File: config.mk
export PLATFORM = sky130hd
export DESIGN_NAME = gb3_out_fifo
export DESIGN_NICKNAME = d
export VERILOG_FILES = /design/src/sv/gb3_pkg.sv /design/src/sv/gb3_out_fifo.sv
export VERILOG_INCLUDE_DIRS = /design/src /design/src/sv
export SDC_FILE = /design/constraint.sdc
export NUM_CORES = 1
export LEC_CHECK = 0
export BUFFER_PORTS_ARGS = -buffer_cell sky130_fd_sc_hd__clkbuf_2
export CORE_MARGIN = 2
export CORE_UTILIZATION = 30
export CTS_CLUSTER_DIAMETER = 30
export DETAILED_ROUTE_END_ITERATION = 6
export PLACE_DENSITY = 0.47
export SLEW_MARGIN = 20
export SYNTH_ARGS = -nofsm -noshare
export SYNTH_HDL_FRONTEND = slang
export SYNTH_SLANG_ARGS = --single-unit
File: constraint.sdc
create_clock -name clk -period 2.6 [get_ports clk]
set_input_delay 0.65 -clock clk [delete_from_list [all_inputs] [get_ports clk]]
set_output_delay 0.65 -clock clk [all_outputs]
set_load 0.01 [all_outputs]
File: src/sv/gaussian_blur_3x3_defines.svh
// ----------------------------------------------------------------------------
// Gaussian blur 3x3 assertion macros
// Shared property forms for the concurrent checks of the blur block.
// ----------------------------------------------------------------------------
`ifndef GAUSSIAN_BLUR_3X3_DEFINES_SVH
`define GAUSSIAN_BLUR_3X3_DEFINES_SVH

// A condition that holds at every clock edge out of reset.
`define GB3_ASSERT_ALWAYS(label, expr, msg) \
	label: assert property (@(posedge clk) disable iff (!arst_n) (expr)) else $error(msg);

// A condition that holds whenever its antecedent holds.
`define GB3_ASSERT_IMPLY(label, pre, post, msg) \
	label: assert property (@(posedge clk) disable iff (!arst_n) (pre) |-> (post)) \
		else $error(msg);

`endif

File: src/sv/gb3_pkg.sv
// ----------------------------------------------------------------------------
// Gaussian blur 3x3 package
// Shared constants, codes and types of the blur block.
// ----------------------------------------------------------------------------
package gb3_pkg;

	localparam int DATA_W         = 16;
	localparam int CFG_W          = 10;
	localparam int CFG_IDX_W      = 1;
	localparam int DEF_MAX_WIDTH  = 512;
	localparam int DEF_PIXEL_BITS = 16;

	localparam logic [CFG_W-1:0] WIDTH_RESET  = 10'd512;
	localparam logic [CFG_W-1:0] HEIGHT_RESET = 10'd512;

	localparam logic [CFG_IDX_W-1:0] REG_IMAGE_WIDTH  = 1'b0;
	localparam logic [CFG_IDX_W-1:0] REG_IMAGE_HEIGHT = 1'b1;

	localparam logic OP_PIXEL = 1'b0;
	localparam logic OP_DRAIN = 1'b1;

	localparam int OFIFO_DEPTH = 8;
	localparam int OFIFO_AW    = 3;
	localparam int OFIFO_CW    = 4;

	typedef enum logic [1:0] {
		KIND_NONE,
		KIND_PIXEL,
		KIND_DRAIN
	} kind_t;

	typedef struct packed {
		kind_t kind;
		logic  emit0;
		logic  blur;
		logic  emit1;
		logic  eof;
	} issue_t;

	typedef struct packed {
		logic [DATA_W-1:0] pixel;
		logic              last;
		logic              eof;
	} result_t;

	typedef struct packed {
		logic    v0;
		logic    v1;
		result_t r0;
		result_t r1;
	} push_t;

endpackage

File: src/sv/gb3_out_fifo.sv
// ----------------------------------------------------------------------------
// Gaussian blur 3x3 output queue
// Takes up to two results a cycle and hands one a cycle to the receiver while it is ready.
// ----------------------------------------------------------------------------
`include "gaussian_blur_3x3_defines.svh"

module gb3_out_fifo (
	input  logic                          clk,
	input  logic                          arst_n,
	input  gb3_pkg::push_t                push,
	output logic                          out_valid,
	input  logic                          out_ready,
	output gb3_pkg::result_t              out_data,
	output logic [gb3_pkg::OFIFO_CW-1:0]  count
);

	import gb3_pkg::*;

	result_t             buf_q [OFIFO_DEPTH];
	logic [OFIFO_AW-1:0] wr_q;
	logic [OFIFO_AW-1:0] rd_q;
	logic [OFIFO_CW-1:0] count_q;
	logic [1:0]          push_n;
	logic                pop;

	assign push_n    = {1'b0, push.v0} + {1'b0, push.v1};
	assign out_valid = (count_q != '0);
	assign pop       = out_valid && out_ready;
	assign out_data  = buf_q[rd_q];
	assign count     = count_q;

	always_ff @(posedge clk) begin
		if (push.v0) begin
			buf_q[wr_q] <= push.r0;
		end
		if (push.v1) begin
			buf_q[wr_q + OFIFO_AW'(1)] <= push.r1;
		end
	end

	always_ff @(posedge clk or negedge arst_n) begin
		if (!arst_n) begin
			wr_q    <= '0;
			rd_q    <= '0;
			count_q <= '0;
		end else begin
			wr_q    <= wr_q + OFIFO_AW'(push_n);
			rd_q    <= rd_q + OFIFO_AW'(pop);
			count_q <= count_q + OFIFO_CW'(push_n) - OFIFO_CW'(pop);
		end
	end

	`GB3_ASSERT_ALWAYS(a_no_overflow,
		(OFIFO_CW+1)'(count_q) + (OFIFO_CW+1)'(push_n) <= (OFIFO_CW+1)'(OFIFO_DEPTH),
		"output queue overflow")
	`GB3_ASSERT_IMPLY(a_eof_is_last, out_valid && out_data.eof, out_data.last,
		"end of frame on a result that is not the last of its request")

endmodule

### After elaboration in Yosys (flattened, before gate mapping)

Memory sizes are Yosys's and may differ from the RTL's.
Cells that the tools add are included.

* register bits after elaboration: 10
* memory bits (writable): 144
* input bits: 41
* output and inout bits: 23
* logic and storage cells: 16
* memories: 1

* add/sub/neg operators: 6
* multiplexer cells: 4
* reduce and logical (&&, ||, !) cells: 2

Memory list
* buf_q: depth 8, width 18, read ports 1, clocked after memory_dff 0, wr ports 2, RTL line gb3_out_fifo.sv:19 `result_t buf_q [OFIFO_DEPTH];`

Operators with widths (number)
* $add A4 B2 Y4: 1
* $mux W1: 4
* $reduce_bool A4 Y1: 1
* $sub A4 B1 Y4: 1
* $add A3 B1 Y3: 1
* $add A3 B1 Y3 const B: 1
* $add A3 B2 Y3: 1
* $add A1 B1 Y2: 1
* $logic_and A1 B1 Y1: 1

### Longest topological paths before layout

Gate-level depths: netlist of run 1.

* depth after elaboration: 3
* gate-level depth with buffers: 9
* gate-level depth less buffers: 9

### Worst setup path before layout of run 1

OpenSTA, ideal clock, no wires.

* path kind: in2reg
* start: in push[37] in the netlist's numbering
* end: mem buf_q[2][0] in the netlist's numbering (enable)
* setup time: 0.423 ns
* arrival time: 2.203 ns
* required time: 2.177 ns
* path slack: -0.026 ns
* cell stages on the path: 2
* path buffers: 0
* cell sequence: nand2_1 o32ai_1

RTL lines
* start: declaration: RTL line gb3_out_fifo.sv:10 `input gb3_pkg::push_t push,`
* end: declaration: RTL line gb3_out_fifo.sv:19

==> impl_results.md, run 1 <==
- Max-slew violations: 0
- Core Footprint: 0.02533 mm^2
- FMAX: 369.1 MHz
- Crit-path max FO: 5
- WP data arrival: 2.06 ns
- Slew headroom: 63.05%
- Final Util: 38.03%
- Fin nets: 583
- CP startpoint kind: register
- Top cell type's share of synthesized area: 55.52%
- Syn avg cell area: 18.16 um^2
- Net count after synthesis: 481
- HPWL after DPL: 12270 um
- Slew @ Worst Pin: 0.5538 ns
- Starting Density: 30.75%
- Initial antenna violation count: 1
- Primary FF master, synth: edfxtp_1
- Port buffer count: 63
- PD cells: 1286 mW/mm^2
- Clock latency on the worst-skew pair: 0.42 ns
- DRC: 0
- Mapped Area: 0.007789 mm^2
- Minimum clock period: 2.709 ns
- Crit. End Element: primary output
- Global-route wire length before repair: 30330 um
- Start point of the critical path: rd_q[0]
- Pre-antenna DRT Iters: 4
- Most frequent cell after synthesis: mux2_2
- Vias/cell: 4.975
- Cell Count, Final, Fillers Out: 874
- Status: finished, violations left
- Hold Fails Final Rpt: 0
- Placed cell count: 832
- FFs w/ async S/R, synth: 6.494%
- Design Area, Final: 0.009632 mm^2
- Final worst setup slack: -0.1092 ns
- Clock Sinks: 154
- Leakage power: 3.386 nW
- Dpl ws: 0.2280 ns
- I/O pins: 64
- Area Growth Syn to Fin: 23.66%
- R2R setup slack: 0.29 ns
- # rows: 58
- Clock slew at reported path FFs: 0.06 ns
- Fin crit share: 104.2%
- Root buf cell: clkbuf_16
- RSZ-0062 raised after global routing: true
- Die W: 165.1 um
- Required @ worst endpoint: 1.95 ns
- Clock Skew: 0.006529 ns
- Via count: 4348
- Tightest Hold Check Type: in2async
- Synth cell types: 33
- Final wirelength: 20490 um
- Gr ovfl total: 0
- #FFs+latches synth: 154
- GPL Wtd Cong: 0.7280
- Cts bufs inserted: 17
- Area leader, netlist: edfxtp_1
- Number of global-route vias before repair: 4707
- Reg2reg end: buf_q[0][7]
- Syn. warnings: 0
- Synthesized instance count: 429
- Worst vdd ir: 0.5484 mV
- Setup-failing EPs final: 18
- Die height: 165.1 um
- Global-route usage over all layers: 15.86%
- Commonest cells in the netlist: mux2_2 (162), edfxtp_1 (144), mux4_2 (36)
- Crit path kind: reg2out
- Placed inst area: 0.008775 mm^2
- Failing checks: setup timing
- R2R Path Start: wr_q[1]
- Starting DRT DRC Count: 294
- Share of layout cells above drive strength 1: 64.15%
- Max Buffers Root-to-Sink: 2
- CTS tree: done
- Die area: 0.02727 mm^2
- Largest net degree at the start of global routing: 30
- Critical Path End: out_data[17]
- Diodes inserted: 0
- Max Cap Violations: 0
- Per-cell routed wire length: 23.45 um
- Synth area leaders: edfxtp_1 (56%), mux2_2 (23%), mux4_2 (10%)
- Sequential share of the synthesized area: 58.73%
- Post-synth EDFFs: 144
- Reg2reg path depth: 6
- H-tree level count: 4
- Post-route ant nets: 0
- WHS: 0.1052 ns
## logic make-up (layout without fill, tap and decap cells)
kind of cell	Yosys count	in the layout	share of synthesized area [%]
flops	154	154	58.73
mux	198	198	33.83
fa+ha+maj	11	11	1.960
simple gates	23	23	2.008
xor+xnor	8	8	1.092
buf+inv	26	141	1.639
compound gates	9	9	0.7390
## worst max-delay path, stage by stage (launching register included)
cell	delay [ns]
dfrtp_2	0.43
buf_12	0.15
buf_16	0.13
buf_12	0.13
mux4_2	0.40
mux2_4	0.29
buf_6	0.12
## metrics by stage
step | power (mW) | setup TNS, ns
final | 12.39 | -1.508
after detailed placement | 9.332 | 0
after global placement | 9.228 | 0
after floorplan | 7.264 | 0
after CTS | 12.48 | -1.911
after global routing | 13.02 | -3.019
## state kept, by name, indices dropped and copies added, names as in the netlist
signal and cells:
rd_q 3, buf_q 144, count 4, wr_q 3
## layer usage
| layer | GRT usage, % | up-vias | wire length (um) |
|---|---|---|---|
| met5 | 0 | - | 11 |
| met4 | 4.190 | 2 | 254 |
| met3 | 4.021 | 17 | 928 |
| met2 | 26.63 | 81 | 10350 |
| met1 | 20.46 | 2303 | 8954 |
| li1 | - | 1945 | - |
## area by class of cell
type                    count  area (um^2)
multi-input cells         249         3169
clock inverters            13        198.9
clock buffers              19        432.9
inverters                   6        22.52
flip-flops and latches    154         4576
well taps                 330        412.9
repair buffers            103        819.5
fillers                  2347        15700
## report_power, final
group,switching (mW),internal (mW)
logic,2.83,2.79
clock network,0.995,1.70
registers,0.245,3.83
## what timing repair did
action	CTS	global route
gates resized for setup	12	11
setup buffers	8	0
cloned	2	0
hold buffers	0	0
setup endpoints to repair	17	18
## cell usage in the layout, fill, tap and decap left out, drive strengths merged
cell      synthesis  routed
edfxtp          144     144
fa                2       2
mux4             36      36
xor2              5       5
o21ai             2       2
clkinv            0       5
o22ai             3       3
xnor2             3       3
ha                9       9
clkinvlp          0       2
inv               6       7
nand3             1       1
nand2             6       6
clkbuf            7      77
nor3              3       3
or2               2       2
a21o              1       1
a21oi             1       1
nand2b            3       3
nand3b            1       1
o32ai             1       1
mux2            162     162
nor3b             1       1
buf              13      45
o21bai            1       1
and3              1       1
dfrtp            10      10
bufinv            0       5
nor2              4       4
or3b              1       1
## how the worst min path moves through the flow
| stage | endpoint | slack (ns) |
|---|---|---|
| floorplan | count[0] | 0.35 |
| global placement | rd_q[1] | 0.49 |
| detailed placement | rd_q[1] | 0.50 |
| CTS | count[3] | 0.09 |
| global route | count[3] | 0.1 |
| finish | wr_q[2] | 0.11 |
Note: power is estimated with default switching activity, not from simulation.
==> inputs of run 2 (changes only) <==
--- a/config.mk
+++ b/config.mk
@@ -11,7 +11,7 @@
 export CORE_UTILIZATION = 30
 export CTS_CLUSTER_DIAMETER = 30
 export DETAILED_ROUTE_END_ITERATION = 6
-export PLACE_DENSITY = 0.47
+export PLACE_DENSITY_LB_ADDON = 0.1
 export SLEW_MARGIN = 20
 export SYNTH_ARGS = -nofsm -noshare
 export SYNTH_HDL_FRONTEND = slang
==> impl_results.md, run 2 (synthesis gave the netlist of run 1 again) <==
- Status: finished, violations left
- Failing checks: setup timing
- Root buf cell: clkbuf_16
- Die height: 165.1 um
- Top reg by flops: buf_q
- I/O pins: 64
- CP max stage delay: 0.52 ns
- Fin crit share: 103.2%
- Post-route ant nets: 0
- Clock Skew: 0.01068 ns
- R2R Path Start: wr_q[1]
- R2R setup slack: 0.32 ns
- Initial antenna violation count: 0
- Clock latency on the worst-skew pair: 0.43 ns
- Slew headroom: 64.62%
- RSZ-0062 raised after global routing: true
- Tot Pwr: 11.88 mW
- Worst vdd ir: 0.6493 mV
- Fin nets: 581
- Crit-path max FO: 6
- Reg2reg path depth: 5
- Minimum clock period: 2.683 ns
- Hold Buf Count CTS: 0
- Crit path cell chain: buf_4 -> buf_12 -> mux4_2 -> mux2_4 -> clkbuf_2
- Clk pwr share: 20.8%
- Comb power frac: 44.9%
- Most frequent cells in the layout: mux2_2 (152), edfxtp_1 (144), clkbuf_2 (62)
- Core Footprint: 0.02533 mm^2
- Final worst setup slack: -0.08286 ns
- Die area: 0.02727 mm^2
- Switching Fraction: 34.84%
- HPWL after DPL: 12490 um
- Per-cell routed wire length: 23.88 um
- Global-route usage over all layers: 16.05%
- Max-slew violations: 0
- Cts bufs inserted: 17
- Starting Density: 30.75%
- Diodes inserted: 0
- Vias/cell: 4.974
- Slowest-stage cell, CP: mux4_2
- Gr ovfl total: 0
- WP data arrival: 2.03 ns
- Hold Fails Final Rpt: 0
- Slew @ Worst Pin: 0.5303 ns
- Area Growth Syn to Fin: 21.46%
- H-tree level count: 4
- Max Cap Violations: 0
- # rows: 58
- Tightest Hold Check Type: in2async
- Clock slew at reported path FFs: 0.07 ns
- Number of global-route vias before repair: 4716
- Dpl ws: 0.2266 ns
- DRC: 0
- Largest net degree at the start of global routing: 33
- Port buffer count: 63
- Share of layout cells above drive strength 1: 64.94%
- Flop pwr share: 34.3%
- FF+latch area: 0.004576 mm^2
- Multi-input logic area: 0.003173 mm^2
- Reg2reg end: buf_q[6][17]
- Pre-antenna DRT Iters: 4
- PD cells: 1256 mW/mm^2
- Final wirelength: 20830 um
- P_int: 7.741 mW
- Crit. End Element: primary output
- Via count: 4337
- Sw power: 4.139 mW
- Crit path kind: reg2out
- CTS tree: done
- Clock Sinks: 154
- Setup-failing EPs final: 16
- Leakage power: 3.323 nW
- CP startpoint kind: register
- Global-route wire length before repair: 30960 um
- Most common cell after layout, fill and taps aside: mux2_2
- Starting DRT DRC Count: 267
- Fillers: 2386
- Max Buffers Root-to-Sink: 2
- Required @ worst endpoint: 1.95 ns
- GPL Wtd Cong: 0.7181
- Max reg flops: 144
- FMAX: 372.7 MHz
- Start point of the critical path: rd_q[0]
- Die W: 165.1 um
[run 2: how the worst max path moves through the flow]
| stage | end | cells past startpoint | slack [ns] |
|---|---|---|---|
| 6_report | out_data[12] | 5 | -0.08 |
| 5_1_grt | out_data[16] | 4 | -0.14 |
| 4_1_cts | out_data[16] | 4 | -0.12 |
| 3_5_place_dp | count[3] | 7 | 0.23 |
| 3_3_place_gp | count[3] | 7 | 0.29 |
| 2_1_floorplan | buf_q[1][0] | 5 | 0.06 |
[run 2: repair_timing]
| item | 4_1_cts | 5_1_grt |
|---|---|---|
| resized for setup | 9 | 5 |
| setup endpoints to repair | 18 | 18 |
| setup buffers | 3 | 2 |
| cloned | 1 | 0 |
[run 2: metrics by stage]
| stage | utilization [%] | std cells | cell area [um^2] | hold slack, ns | TNS (ns) |
|---|---|---|---|---|---|
| 6_report | 37.35 | 872 | 9460 | 0.09694 | -0.7296 |
| 5_1_grt | 37.35 | 872 | 9460 | 0.09890 | -2.048 |
| 4_1_cts | 37.34 | 871 | 9458 | 0.08687 | -1.455 |
| 3_5_place_dp | 34.73 | 835 | 8797 | 0.5386 | 0 |
| 3_3_place_gp | 34.73 | 835 | 8797 | 0.5117 | 0 |
| 2_1_floorplan | - | 429 | 7796 | 0.3544 | 0 |
[run 2: area by class of cell]
class	instances	share of cell area (%)
Multi-Input combinational cell	249	33.54
Clock inverter	15	1.640
Tap cell	330	4.365
Sequential cell	154	48.37
Inverter	6	0.2381
Timing Repair Buffer	101	7.354
Clock buffer	17	4.497
[run 2: layer usage]
metal	wire length, um	share of wire (%)	GRT usage [%]	up-vias
li1	-	-	-	1951
met5	0	0	0	-
met3	666	3.2	2.897	16
met2	10080	48	26.19	83
met4	212	1.0	3.755	0
met1	9867	47	22.31	2287
[run 2: critical path: cells and delay by family, from the launching register on]
| family | cells | cell delay [ns] |
|---|---|---|
| muxes | 2 | 0.82 |
| DFF | 1 | 0.40 |
| buffers and inverters | 3 | 0.39 |
[run 2: power groups by stage]
stage / Clock [mW] / Combinational, mW / Sequential (mW)
floorplan: 0 / 3.22 / 4.04
global placement: 0 / 5.23 / 4.11
detailed placement: 0 / 5.28 / 4.14
CTS: 2.53 / 5.50 / 4.09
global route: 2.63 / 5.74 / 4.15
finish: 2.47 / 5.34 / 4.08
