[src/sv/gaussian_blur_3x3_defines.svh]
// ----------------------------------------------------------------------------
// Gaussian blur 3x3 assertion macros
// Shared property forms for the concurrent checks of the blur block.
// ----------------------------------------------------------------------------
`ifndef GAUSSIAN_BLUR_3X3_DEFINES_SVH
`define GAUSSIAN_BLUR_3X3_DEFINES_SVH

// A condition that holds at every clock edge out of reset.
`define GB3_ASSERT_ALWAYS(label, expr, msg) \
	label: assert property (@(posedge clk) disable iff (!arst_n) (expr)) else $error(msg);

// A condition that holds whenever its antecedent holds.
`define GB3_ASSERT_IMPLY(label, pre, post, msg) \
	label: assert property (@(posedge clk) disable iff (!arst_n) (pre) |-> (post)) \
		else $error(msg);

`endif

[src/sv/gb3_pkg.sv]
// ----------------------------------------------------------------------------
// Gaussian blur 3x3 package
// Shared constants, codes and types of the blur block.
// ----------------------------------------------------------------------------
package gb3_pkg;

	localparam int DATA_W         = 16;
	localparam int CFG_W          = 10;
	localparam int CFG_IDX_W      = 1;
	localparam int DEF_MAX_WIDTH  = 512;
	localparam int DEF_PIXEL_BITS = 16;

	localparam logic [CFG_W-1:0] WIDTH_RESET  = 10'd512;
	localparam logic [CFG_W-1:0] HEIGHT_RESET = 10'd512;

	localparam logic [CFG_IDX_W-1:0] REG_IMAGE_WIDTH  = 1'b0;
	localparam logic [CFG_IDX_W-1:0] REG_IMAGE_HEIGHT = 1'b1;

	localparam logic OP_PIXEL = 1'b0;
	localparam logic OP_DRAIN = 1'b1;

	localparam int OFIFO_DEPTH = 8;
	localparam int OFIFO_AW    = 3;
	localparam int OFIFO_CW    = 4;

	typedef enum logic [1:0] {
		KIND_NONE,
		KIND_PIXEL,
		KIND_DRAIN
	} kind_t;

	typedef struct packed {
		kind_t kind;
		logic  emit0;
		logic  blur;
		logic  emit1;
		logic  eof;
	} issue_t;

	typedef struct packed {
		logic [DATA_W-1:0] pixel;
		logic              last;
		logic              eof;
	} result_t;

	typedef struct packed {
		logic    v0;
		logic    v1;
		result_t r0;
		result_t r1;
	} push_t;

endpackage

[src/sv/gb3_ctrl.sv]
// ----------------------------------------------------------------------------
// Gaussian blur 3x3 control
// Configuration registers, frame position counters and request decode.
// ----------------------------------------------------------------------------
`include "gaussian_blur_3x3_defines.svh"

module gb3_ctrl #(
	parameter int MAX_WIDTH  = gb3_pkg::DEF_MAX_WIDTH,
	parameter int PIXEL_BITS = gb3_pkg::DEF_PIXEL_BITS
) (
	input  logic                             clk,
	input  logic                             arst_n,
	input  logic                             cfg_we,
	input  logic [gb3_pkg::CFG_IDX_W-1:0]    cfg_index,
	input  logic [gb3_pkg::CFG_W-1:0]        cfg_data,
	input  logic                             s_tvalid,
	output logic                             s_tready,
	input  logic [gb3_pkg::DATA_W-1:0]       s_tdata,
	input  logic                             s_tuser,
	input  logic                             room,
	output gb3_pkg::issue_t                  issue,
	output logic [$clog2(MAX_WIDTH)-1:0]     issue_addr,
	output logic [PIXEL_BITS-1:0]            issue_pix
);

	import gb3_pkg::*;

	localparam int AW = $clog2(MAX_WIDTH);
	localparam int WW = $clog2(MAX_WIDTH + 1);
	localparam int EW = (WW > CFG_W) ? WW : CFG_W;

	logic [CFG_W-1:0] width_q;
	logic [CFG_W-1:0] height_q;
	logic [AW-1:0]    col_q;
	logic [AW-1:0]    drain_q;
	logic [CFG_W-1:0] row_q;

	logic [EW-1:0]    w_raw;
	logic [EW-1:0]    w_eff;
	logic [AW-1:0]    wm1;
	logic [CFG_W-1:0] h_eff;
	logic             row_done;
	logic             accept;

	assign w_raw = EW'(width_q);
	assign w_eff = (w_raw == '0) ? EW'(1) :
		(w_raw > EW'(MAX_WIDTH)) ? EW'(MAX_WIDTH) : w_raw;
	assign wm1      = AW'(w_eff - EW'(1));
	assign h_eff    = (height_q == '0) ? CFG_W'(1) : height_q;
	assign row_done = (row_q >= h_eff);

	assign s_tready  = room;
	assign accept    = s_tvalid && s_tready;
	assign issue_pix = s_tdata[PIXEL_BITS-1:0];

	always_comb begin
		issue      = '0;
		issue_addr = col_q;
		if (accept) begin
			if (s_tuser == OP_PIXEL && !row_done) begin
				issue.kind  = KIND_PIXEL;
				issue.emit0 = (row_q != '0) && (col_q != '0);
				issue.blur  = (row_q >= CFG_W'(2)) && (col_q >= AW'(2));
				issue.emit1 = (row_q != '0) && (col_q == wm1);
			end else if (s_tuser == OP_DRAIN && row_done) begin
				// The drain counter never reaches the width, so every drain here yields.
				issue.kind = KIND_DRAIN;
				issue.eof  = (drain_q == wm1);
				issue_addr = drain_q;
			end
		end
	end

	always_ff @(posedge clk or negedge arst_n) begin
		if (!arst_n) begin
			width_q  <= WIDTH_RESET;
			height_q <= HEIGHT_RESET;
			col_q    <= '0;
			row_q    <= '0;
			drain_q  <= '0;
		end else if (cfg_we) begin
			case (cfg_index)
				REG_IMAGE_WIDTH:  width_q  <= cfg_data;
				REG_IMAGE_HEIGHT: height_q <= cfg_data;
				default: ;
			endcase
			col_q   <= '0;
			row_q   <= '0;
			drain_q <= '0;
		end else begin
			case (issue.kind)
				KIND_PIXEL: begin
					if (col_q == wm1) begin
						col_q <= '0;
						row_q <= row_q + CFG_W'(1);
					end else begin
						col_q <= col_q + AW'(1);
					end
				end
				KIND_DRAIN: begin
					if (drain_q == wm1) begin
						col_q   <= '0;
						row_q   <= '0;
						drain_q <= '0;
					end else begin
						drain_q <= drain_q + AW'(1);
					end
				end
				default: ;
			endcase
		end
	end

	`GB3_ASSERT_ALWAYS(a_col_in_row, col_q <= wm1, "column counter ran past the row")
	`GB3_ASSERT_ALWAYS(a_drain_in_row, drain_q <= wm1, "drain counter ran past the row")
	`GB3_ASSERT_IMPLY(a_drain_after_frame, drain_q != '0, row_done,
		"drain in progress before the frame ended")

endmodule

[config.mk]
export PLATFORM = sky130hd
export DESIGN_NAME = gb3_ctrl
export DESIGN_NICKNAME = d
export VERILOG_FILES = /design/src/sv/gb3_pkg.sv /design/src/sv/gb3_ctrl.sv
export VERILOG_INCLUDE_DIRS = /design/src /design/src/sv
export SDC_FILE = /design/constraint.sdc
export NUM_CORES = 1
export LEC_CHECK = 0
export BUFFER_PORTS_ARGS = -buffer_cell sky130_fd_sc_hd__buf_2
export CORE_UTILIZATION = 39
export CTS_CLUSTER_DIAMETER = 80
export DETAILED_ROUTE_END_ITERATION = 16
export PLACE_DENSITY = 0.56
export SKIP_CTS_REPAIR_TIMING = 1
export SLEW_MARGIN = 25
export SYNTH_ARGS = -nofsm -noshare
export SYNTH_HDL_FRONTEND = slang
export SYNTH_SLANG_ARGS = --single-unit
[constraint.sdc]
create_clock -name clk -period 4.41 [get_ports clk]
set_clock_uncertainty 0.15 [all_clocks]
set_input_delay 0.882 -clock clk [delete_from_list [all_inputs] [get_ports clk]]
set_output_delay 0.882 -clock clk [all_outputs]
set_load 0.02 [all_outputs]
Yosys cells after proc, flatten, opt, wreduce, memory -nomap -nowiden --
Index checks and enable logic that the tools add are counted.
Cells by class: add/subtract/negate cells 4, magnitude comparators 4, equality and inequality tests 6, multiplexer cells 23, bitwise operators 2, reductions and logical operators 17
Operator list (count):
- $mux W9 | 11
- $mux W10 | 4
- $logic_not A10 Y1 | 2
- $pmux W10 S2 | 1
- $add A9 B1 Y9 const B | 2
- $eq A9 B9 Y1 | 2
- $pmux W9 S2 | 1
- $add A10 B1 Y10 const B | 1
- $ge A10 B10 Y1 | 1
- $ge A10 B2 Y1 const B | 1
- $gt A10 B10 Y1 const B | 1
- $reduce_bool A10 Y1 | 1
- $ge A9 B2 Y1 const B | 1
- $reduce_bool A9 Y1 | 1
- $sub A9 B1 Y9 const B | 1
- $logic_and A1 B1 Y1 | 6
- $mux W6 | 1
- $ne A3 B3 Y1 const B | 2
- $reduce_and A2 Y1 | 3
- $mux W2 | 2
- $mux W3 | 1
- $reduce_and A3 Y1 | 1
- $reduce_bool A3 Y1 | 1
- $eq A2 B1 Y1 const B | 1
- 5 further kinds | 7
Word-level totals: register bits 48, input bits 33, output and inout bits 32, word-level logic and storage cells 61

Logic depth before layout (Yosys ltp) --
Gate-level depths: netlist (run 1).
depth in word-level cells 11, gate-level depth with buffers 15, gate-level depth less buffers 12

Worst setup path before layout (run 1) --
OpenSTA, ideal clock, no wires.
path type register -> output, start register width_q[0], in the netlist w_raw[0], end output issue[1] (netlist name), arrival 3.012 ns, required time 3.378 ns, path slack 0.366 ns, cell stages (with the launch flop) 11, buffers on the path 1, cell sequence dfrtp_1 > clkbuf_1 > or4_1 > nor3_1 > o21ai_0 > ha_1 > or3b_2 > nand4_1 > xor2_1 > nor4_4 > and2_1
RTL lines:
- start, declared | RTL line gb3_ctrl.sv:32 | logic [CFG_W-1:0] width_q;
- start signal, assigned | RTL line gb3_ctrl.sv:83 | REG_IMAGE_WIDTH: width_q <= cfg_data;
- end, declared | RTL line gb3_ctrl.sv:21 | output gb3_pkg::issue_t issue,

==> metrics.txt, run 1 <==
Post-Place Cell Area 3990 um^2; Setup CP Type reg2out; r2r endpoint row_q[1]$_DFFE_PN0P_; post-synth top area cell dfrtp_1; CTS Sinks 48; Layout fillers 921; routability congestion estimate 0.856; FF/Latch Area 1200 um^2; first-pass GRT wire length 16,400 um; GRT busiest layer met2; mean post-synth cell area 8.71 um^2; maxcap violations 0; Async S/R FF share, synth 100%; CTS root buf clkbuf_8; Hold Crit Class in2async; Final Setup Violations 0; fin cells 580; Syn Inst Count 427; Finished Cell Area 4220 um^2; YS warnings 0; Setup TNS 0 ps; area of the multi-input gates 2270 um^2; fmax 0.232 GHz; via/cell ratio 5.75; via count of the first global-routing pass 3,085; Antenna Cells 0; initial antenna violation count 0; Worst EP required 3380 ps; drt pass-1 iters 5; R2R depth 14; vias after detailed routing 3,334; CTS Buffer Depth 2; Synth cell types 64; Synth Flop Type dfrtp_1; final hold vios 0; IO Port Bufs 32; share of the yosys chip area belonging to registers 32.3%; GR Layer Usage met3 2.74%; number of enable flip-flop cells after synthesis 0; area share of the largest cell type after synthesis 30.9%; met1 usage 31.0%; clk slew on worst S/H paths 100 ps; DIE AREA 9940 um^2; gr usage total 21.4%; final net count 501; DPL Wire Length 7640 um; Yosys reg bits 48; Final period util 97.6%; Area contributors post-synth dfrtp_1, mux2_2, ha_1; Wirelength per Cell 17.8 um; fin crit period 4310 ps; startpoint types flop; largest net degree at the start of global routing 30; status finished clean; Peak VDD IR 0.147 mV; fraction of layout cells with a size suffix above 1 24.6%; worst-skew pair later-pin latency 310 ps; detailed-route DRC error count 0; final wirelength 10,300 um; DIE HEIGHT 99.7 um; CP arrival 3270 ps; commonest non-fill, non-tap cell in the layout dfrtp_1; synthesized area 3720 um^2; worst hold slack 361 ps; setup ws final 104 ps; leakage power 1.85 nW; most frequent cells in the layout dfrtp_1, o21ai_0, nand2_1; worst-margin pin slew 929 ps; Core Region 9240 um^2; Inst Count DP 570; PD cells 295 nW/um^2; slew margin rel. 37.9%; initial drt markers 204; number of I/O pins 65; GRT met2 Usage 33.5%; CP Capture Type output pin; TritonCTS clock tree built; FF-to-FF Start w_raw[8]$_DFFE_PN0P_; antenna-violating nets left 0; Synth Net Count 478; R2R Setup Slk 510 ps; Starting Density 40.3%; CP Max Fanout 11; Core Rows 35; GRT overflow 0; CTS Buf Count 5; max-slew violation count 0; H-tree Lvls 2; synthesis-to-layout area growth 13.4%; Placement Setup Slack 247 ps; die width 99.7 um
==> routing by layer <==
layer | vias up | share of wire [%] | wire length, um
met1 | 1609 | 48 | 4900
li1 | 1607 | - | -
met3 | 17 | 5.2 | 540
met2 | 101 | 46 | 4730
met5 | - | 0 | 0
met4 | 0 | 1.3 | 131
==> cell type report <==
class / instances / area share (%)
clock buffer: 5 / 1.63
inverter: 25 / 2.28
multi-input combinational: 315 / 53.8
timing repair buffer: 55 / 8.27
tap: 129 / 3.83
clock inverter: 3 / 1.63
sequential: 48 / 28.5
==> sequential cells by signal, indices dropped and copies added, names as in the netlist <==
name,flops
height_q,10
row_q,10
w_raw,10
col_q,9
drain_q,9
==> logic make-up after synthesis <==
| logic type | count (synthesis) | synth area share, % |
|---|---|---|
| AO/OA/AOI/OAI | 107 | 19.3 |
| XOR/XNOR | 12 | 2.82 |
| adder cells (fa/ha/maj) | 18 | 6.05 |
| buffers and inverters | 64 | 8.31 |
| flip-flops | 48 | 32.3 |
| multiplexers | 24 | 7.20 |
| AND/OR/NAND/NOR | 154 | 23.9 |
==> cells in the mapped netlist, types with 3 or more instances <==
library cell  count
nand3b_1          4
a31oi_1          10
dfrtp_1          46
nand2b_1         11
nand3_1           9
and3_1           14
nor4b_1           5
buf_2             4
o21ai_0          39
or3_1             4
buf_4            17
nor3_1            8
xnor2_1           7
o2111ai_1         5
nor2_1           18
o32a_1            5
nor2b_1           4
xor2_1            5
a22o_1            3
nor4_1           11
and2_1            3
inv_1            25
or4_1             8
nand2_1          37
a21oi_1          10
o211ai_1          4
mux2_2           22
clkbuf_1         18
o31a_1            3
a21o_1            3
ha_1             18
a211oi_1          4
or4b_2            3
==> how the worst max path moves through the flow <==
stage                                    start       end  slack (ps)  cells past startpoint
final                     w_raw[8]$_DFFE_PN0P_  issue[1]         100                     11
after global routing      w_raw[8]$_DFFE_PN0P_  issue[1]         -10                     11
after CTS                 w_raw[0]$_DFFE_PN0P_  issue[1]        -120                     10
after detailed placement  w_raw[0]$_DFFE_PN0P_  issue[1]         250                     10
after global placement    w_raw[0]$_DFFE_PN0P_  issue[1]         280                     10
after floorplan           w_raw[0]$_DFFE_PN0P_  issue[1]         370                     10
==> power by group <==
group | switching [mW] | internal (mW)
sequential | 0.0233 | 0.470
clock | 0.173 | 0.229
combinational | 0.205 | 0.145
==> worst max-delay path: stages (launching register included) <==
cell     delay, ps
dfrtp_1        390
or4_4          590
nor3_4         190
o21ai_1        100
ha_2           210
buf_6          160
nand2_2        100
nand4_1        200
xor2_2         250
nor4_4         430
and2_4         220
buf_6          110
==> through the flow <==
stage / util, % / power, mW
detailed placement: 43.2 / 0.830
CTS: 44.7 / 1.23
global route: 45.7 / 1.31
finish: 45.7 / 1.25
floorplan: - / 0.741
global placement: 43.2 / 0.822
Power figures use the tool's default switching activity.
==> run 2, diff against run 1 <==
--- a/config.mk
+++ b/config.mk
@@ -11,6 +11,7 @@
 export CTS_CLUSTER_DIAMETER = 80
 export DETAILED_ROUTE_END_ITERATION = 16
 export PLACE_DENSITY = 0.56
+export RECOVER_POWER = 25
 export SKIP_CTS_REPAIR_TIMING = 1
 export SLEW_MARGIN = 25
 export SYNTH_ARGS = -nofsm -noshare
==> run 2 against run 1 <==
Compared with the run above: wire length is 0.17% higher; worst setup slack worse by 0.80 ps; sequential power hardly changed; the flow now finishes with violations (max-capacitance violations, max-slew violations); core utilization is 0.054 points lower.
==> metrics.txt, run 2 (synthesis gave the netlist of run 1 again) <==
status complete, but fails checks; failing checks max-capacitance violations, max-slew violations; Post-Place Cell Area 3990 um^2 (unchanged); worst-margin pin slew 1590 ps (+666 ps); Core Rows 35 (unchanged); Clk network pwr share 32.2% (about the same); hold-critical path depth 1; CP Max Fanout 11 (unchanged); TritonCTS clock tree built; initial antenna violation count 0 (unchanged); final hold vios 0 (unchanged); GRT overflow 0 (unchanged); Cell Int Power 0.844 mW (about the same); met3 wire length 567 um (+5.0%); Worst EP required 3380 ps (about the same); commonest non-fill, non-tap cell in the layout dfrtp_1; Antenna Cells 0 (unchanged); CTS Buffer Depth 2 (unchanged); via count of the first global-routing pass 3,085 (unchanged); Inst Count DP 570 (unchanged); leakage power 1.85 nW (-0.34%); largest net degree at the start of global routing 30 (unchanged); final net count 501 (unchanged); first-pass GRT wire length 16,400 um (unchanged); CTS root buf clkbuf_8; CTS Buf Count 5 (unchanged); most frequent cells in the layout dfrtp_1, o21ai_0, nand2_1; via/cell ratio 5.78 (+0.57%); initial drt markers 201 (-1.5%); fmax 0.232 GHz (about the same); Hold Crit Class reg2reg; CP Capture Type output pin; routability congestion estimate 0.856 (unchanged); Switch Pwr 0.402 mW (-0.14%); fin crit period 4310 ps (+0.799 ps); number of I/O pins 65 (unchanged); Final period util 97.7% (about the same); IO Port Bufs 32 (unchanged); maxcap violations 1 (+1); R2R depth 14 (unchanged); Top Layer Used met4; Sw Share 32.3% (about the same); final core utilization 45.6% (-0.054 points); DIE HEIGHT 99.7 um (unchanged); Routed met1 length 4870 um (-0.45%); fin cells 580 (unchanged); Peak VDD IR 0.147 mV (-0.22%); final wirelength 10,300 um (+0.17%); DIE AREA 9940 um^2 (unchanged); slew margin rel. -6.31% (-44 points); drt pass-1 iters 5 (unchanged); antenna-violating nets left 0 (unchanged); setup ws final 104 ps (-0.799 ps); die width 99.7 um (unchanged); Placement Setup Slack 247 ps (unchanged); worst-skew pair later-pin latency 310 ps (about the same); vias after detailed routing 3,353 (+0.57%); Starting Density 40.3% (unchanged); fraction of layout cells with a size suffix above 1 24.2% (-0.44 points); Layout fillers 922 (+0.11%); H-tree Lvls 2 (unchanged); max-slew violation count 30 (+30); CP arrival 3270 ps (about the same); gr usage total 21.4% (unchanged); sequential power share 39.6% (about the same); WL met2 4730 um (about the same); clk slew on worst S/H paths 100 ps (about the same); Wirelength per Cell 17.8 um (+0.17%); detailed-route DRC error count 0 (unchanged); Core Region 9240 um^2 (unchanged); CTS Sinks 48 (unchanged); Finished Cell Area 4210 um^2 (-0.12%); Logic pwr share 28.2% (about the same); PD cells 296 nW/um^2 (about the same); DPL Wire Length 7640 um (unchanged); synthesis-to-layout area growth 13.2%; startpoint types flop; Setup CP Type reg2out; Final Setup Violations 0 (unchanged)
[run 2: cell types whose count changed in the layout (fill, tap and decap cells not counted)]
cell,change
buf_2,-1
clkbuf_1,+2
buf_4,-1
[run 2: power by group through the flow]
| stage | logic [mW] | clock network (mW) | registers [mW] |
|---|---|---|---|
| detailed placement | 0.329 | 0 | 0.501 |
| CTS | 0.330 | 0.409 | 0.492 |
| floorplan | 0.243 | 0 | 0.498 |
| finish | 0.351 | 0.401 | 0.494 |
| global route | 0.384 | 0.425 | 0.498 |
| global placement | 0.323 | 0 | 0.499 |
[run 2: worst max-delay path: stages (launching register included)]
cell,delay [ps]
dfrtp_1,390
or4_4,580
nor3_4,190
o21ai_1,100
ha_2,220
buf_6,160
nand2_2,100
nand4_1,200
xor2_2,250
nor4_4,430
and2_4,220
buf_6,110
[run 2: metal layers]
metal  track usage (%)  vias to the layer above
met5                 0                        -
met4              5.09                        0
met3              2.74                       17
met2              33.5                      131
met1              31.0                     1595
li1                  -                     1610
[run 2: stage by stage]
step                setup TNS [ps]  total power, mW  hold slack (ps)
finish                           0             1.25              365
global placement                 0            0.822              344
CTS                           -130             1.23              370
floorplan                        0            0.741              329
global route                 -12.3             1.31              404
detailed placement               0            0.830              347
[run 2: worst paths after layout]
check,to,slack [ps],from
max in group asynchronous,height_q[3]$_DFFE_PN0P_,1460,arst_n
hold reg to reg,height_q[3]$_DFFE_PN0P_,370,height_q[3]$_DFFE_PN0P_
min in group asynchronous,drain_q[3]$_DFFE_PN0P_,610,arst_n
setup reg to reg,row_q[1]$_DFFE_PN0P_,520,w_raw[8]$_DFFE_PN0P_
hold / removal,height_q[3]$_DFFE_PN0P_,370,height_q[3]$_DFFE_PN0P_
setup / recovery,issue[1],100,w_raw[8]$_DFFE_PN0P_
[run 2: cell type report]
cell class | count | area (um^2) | share of cell area, %
timing repair buffer | 55 | 344 | 8.17
tap | 129 | 161 | 3.83
clock buffer | 5 | 68.8 | 1.63
inverter | 25 | 96.3 | 2.29
sequential | 48 | 1200 | 28.6
multi-input combinational | 315 | 2270 | 53.9
clock inverter | 3 | 68.8 | 1.63
==> run 3, diff against run 2 <==
--- a/config.mk
+++ b/config.mk
@@ -6,6 +6,7 @@
 export SDC_FILE = /design/constraint.sdc
 export NUM_CORES = 1
 export LEC_CHECK = 0
+export ABC_AREA = 1
 export BUFFER_PORTS_ARGS = -buffer_cell sky130_fd_sc_hd__buf_2
 export CORE_UTILIZATION = 39
 export CTS_CLUSTER_DIAMETER = 80
==> run 3 against run 2 <==
Compared with the run above: the flow still finishes with violations (max-capacitance violations, max-slew violations); via count decreased by 1.5%; critical path depth rose by 4; cell area fell by 5.5%; combinational power grew 8.0%; clock power is 1% lower; largest cell class unchanged; largest power group unchanged.
==> metrics.txt, run 3 <==
status complete, but fails checks; failing checks max-capacitance violations, max-slew violations; Area contributors post-synth dfrtp_1, nand2_1, nand3_1; first-pass GRT wire length 15,200 um (-7.6%); PD cells 330 nW/um^2 (+12%); Post-synth top cells nand2_1, inv_1, dfrtp_1, nand3_1, nor2_1; worst-skew pair later-pin latency 310 ps (about the same); Synth cell types 38 (-41%); via count of the first global-routing pass 3,214 (+4.2%); Power, Total 1.31 mW (+5.4%); vias after detailed routing 3,302 (-1.5%); fmax 0.241 GHz (+4.0%); Setup TNS 0 ps (unchanged); crit-path max cell delay 560 ps (-20 ps); number of enable flip-flop cells after synthesis 0 (unchanged); DIE HEIGHT 99.7 um (about the same); post-synth top area cell dfrtp_1; CP arrival 3110 ps (-160 ps); CP Capture Type output pin; commonest non-fill, non-tap cell in the layout nand2_1; max-slew violation count 49 (+63%); Final Setup Violations 0 (unchanged); leakage power 1.96 nW (+6.1%); Wirelength per Cell 13.7 um (-23%); final wirelength 9070 um (-12%); DPL Wire Length 6770 um (-11%); Core Rows 35 (unchanged); Final period util 93.9% (-3.8 points); CTS Buffer Depth 2 (unchanged); GRT overflow 0 (unchanged); final net count 583 (+16%); Antenna Cells 0 (unchanged); CP Max Fanout 12 (+1); crit-path most repeated cell nand2_1; via/cell ratio 4.99 (-14%); antenna-violating nets left 0 (unchanged); gr usage total 19.3% (-2.1 points); synthesized area 3720 um^2 (about the same); CTS root buf clkbuf_8; share of the yosys chip area belonging to registers 32.4% (about the same); Hold Crit Class reg2reg; detailed-route DRC error count 0 (unchanged); most numerous cell in the Yosys netlist nand2_1; Synth Flop Type dfrtp_1; startpoint types flop; final hold vios 0 (unchanged); CTS Buf Count 5 (unchanged); most frequent cells in the layout nand2_1, inv_1, nand3_1; Core Region 9240 um^2 (unchanged); Synth Net Count 573 (+20%); R2R depth 19 (+5); mean post-synth cell area 7.13 um^2 (-18%); Async S/R FF share, synth 100% (unchanged); Setup CP Type reg2out; drt pass-1 iters 7 (+2); die width 99.7 um (about the same); maxcap violations 1 (unchanged); slew margin rel. -79.0% (-73 points); Slowest cell on crit path dfstp_2; Peak VDD IR 0.138 mV (-6.0%); initial antenna violation count 0 (unchanged); clk slew on worst S/H paths 100 ps (about the same); DIE AREA 9930 um^2 (about the same); Yosys reg bits 48 (unchanged); largest net degree at the start of global routing 49 (+63%); H-tree Lvls 2 (unchanged); fraction of layout cells with a size suffix above 1 13.1% (-11 points); hold-critical path depth 2 (+1); worst-margin pin slew 2690 ps (+1090 ps); area share of the largest cell type after synthesis 30.9% (about the same); Cell Chain, Critical Path inv_1 -> o21bai_4 -> nand2_2 -> ha_1 -> inv_1 -> o311ai_1 -> nand2_1 -> nand2_1 -> nand2_1 -> nor2_1 -> nand2_1 -> nor2_2 -> nand2_2 -> nor2_1 -> buf_2; Placement Setup Slack 615 ps (+368 ps); CTS Sinks 48 (unchanged); setup ws final 269 ps (+165 ps); number of I/O pins 65 (unchanged); IO Port Bufs 32 (unchanged); synthesis-to-layout area growth 7.10%; YS warnings 0 (unchanged); Worst EP required 3380 ps (about the same); RSZ-0062 raised after global routing false; routability congestion estimate 0.870 (+1.6%); Syn Inst Count 522 (+22%); TritonCTS clock tree built; initial drt markers 95 (-53%); fin crit period 4140 ps (-165 ps); Starting Density 40.3% (about the same)
-- run 3: cell families after synthesis --
group,count (synthesis),share of synthesized area (%)
simple gates,271,33.2
buf+inv,97,12.8
compound gates,65,10.1
flops,48,32.4
xor+xnor,23,5.42
fa+ha+maj,18,6.05
-- run 3: worst paths after layout --
path / endpoint / slack [ps] / from
worst max-delay path: issue[0] / 270 / w_raw[9]$_DFFE_PN1P_
max in group asynchronous: w_raw[2]$_DFFE_PN0P_ / 1040 / arst_n
min in group asynchronous: drain_q[7]$_DFFE_PN0P_ / 1370 / arst_n
worst min-delay path: height_q[8]$_DFFE_PN0P_ / 350 / height_q[8]$_DFFE_PN0P_
worst max register to register: col_q[3]$_DFFE_PN0P_ / 650 / height_q[5]$_DFFE_PN0P_
worst min register to register: height_q[8]$_DFFE_PN0P_ / 350 / height_q[8]$_DFFE_PN0P_
-- run 3: through the flow --
stage                     hold WS (ps)  instance area [um^2]  utilization, %  std cells
after floorplan                    303                  3720               -        522
after global placement             327                  3810            41.2        649
after detailed placement           331                  3810            41.2        649
after CTS                          355                  3950            42.7        657
after global routing               385                  3980            43.1        662
final                              349                  3980            43.1        662
-- run 3: final cells by class --
type	count	area (um^2)
well taps	129	161
repair buffers	40	216
clock buffers	5	68.8
inverters	60	225
flip-flops and latches	48	1200
multi-input cells	377	2040
fillers	980	5260
clock inverters	3	68.8
-- run 3: power by group --
group          internal [mW]  switching (mW)
sequential             0.478          0.0602
combinational          0.138           0.241
clock                  0.229           0.167
-- run 3: critical path: cells and delay by family (launching register included) --
| family | cells | cell delay, ps |
|---|---|---|
| simple gates | 9 | 980 |
| compound gates | 2 | 640 |
| flops | 1 | 560 |
| buf+inv | 3 | 350 |
| fa+ha+maj | 1 | 280 |
-- run 3: metal layers --
metal / wire [um] / track usage, % / up-vias / share of wire, %
met5: 0 / 0 / - / 0
met4: 35 / 2.83 / 0 / 0.39
met3: 272 / 2.74 / 4 / 3.0
met2: 4280 / 34.7 / 53 / 47
met1: 4480 / 24.8 / 1535 / 49
li1: - / - / 1710 / -
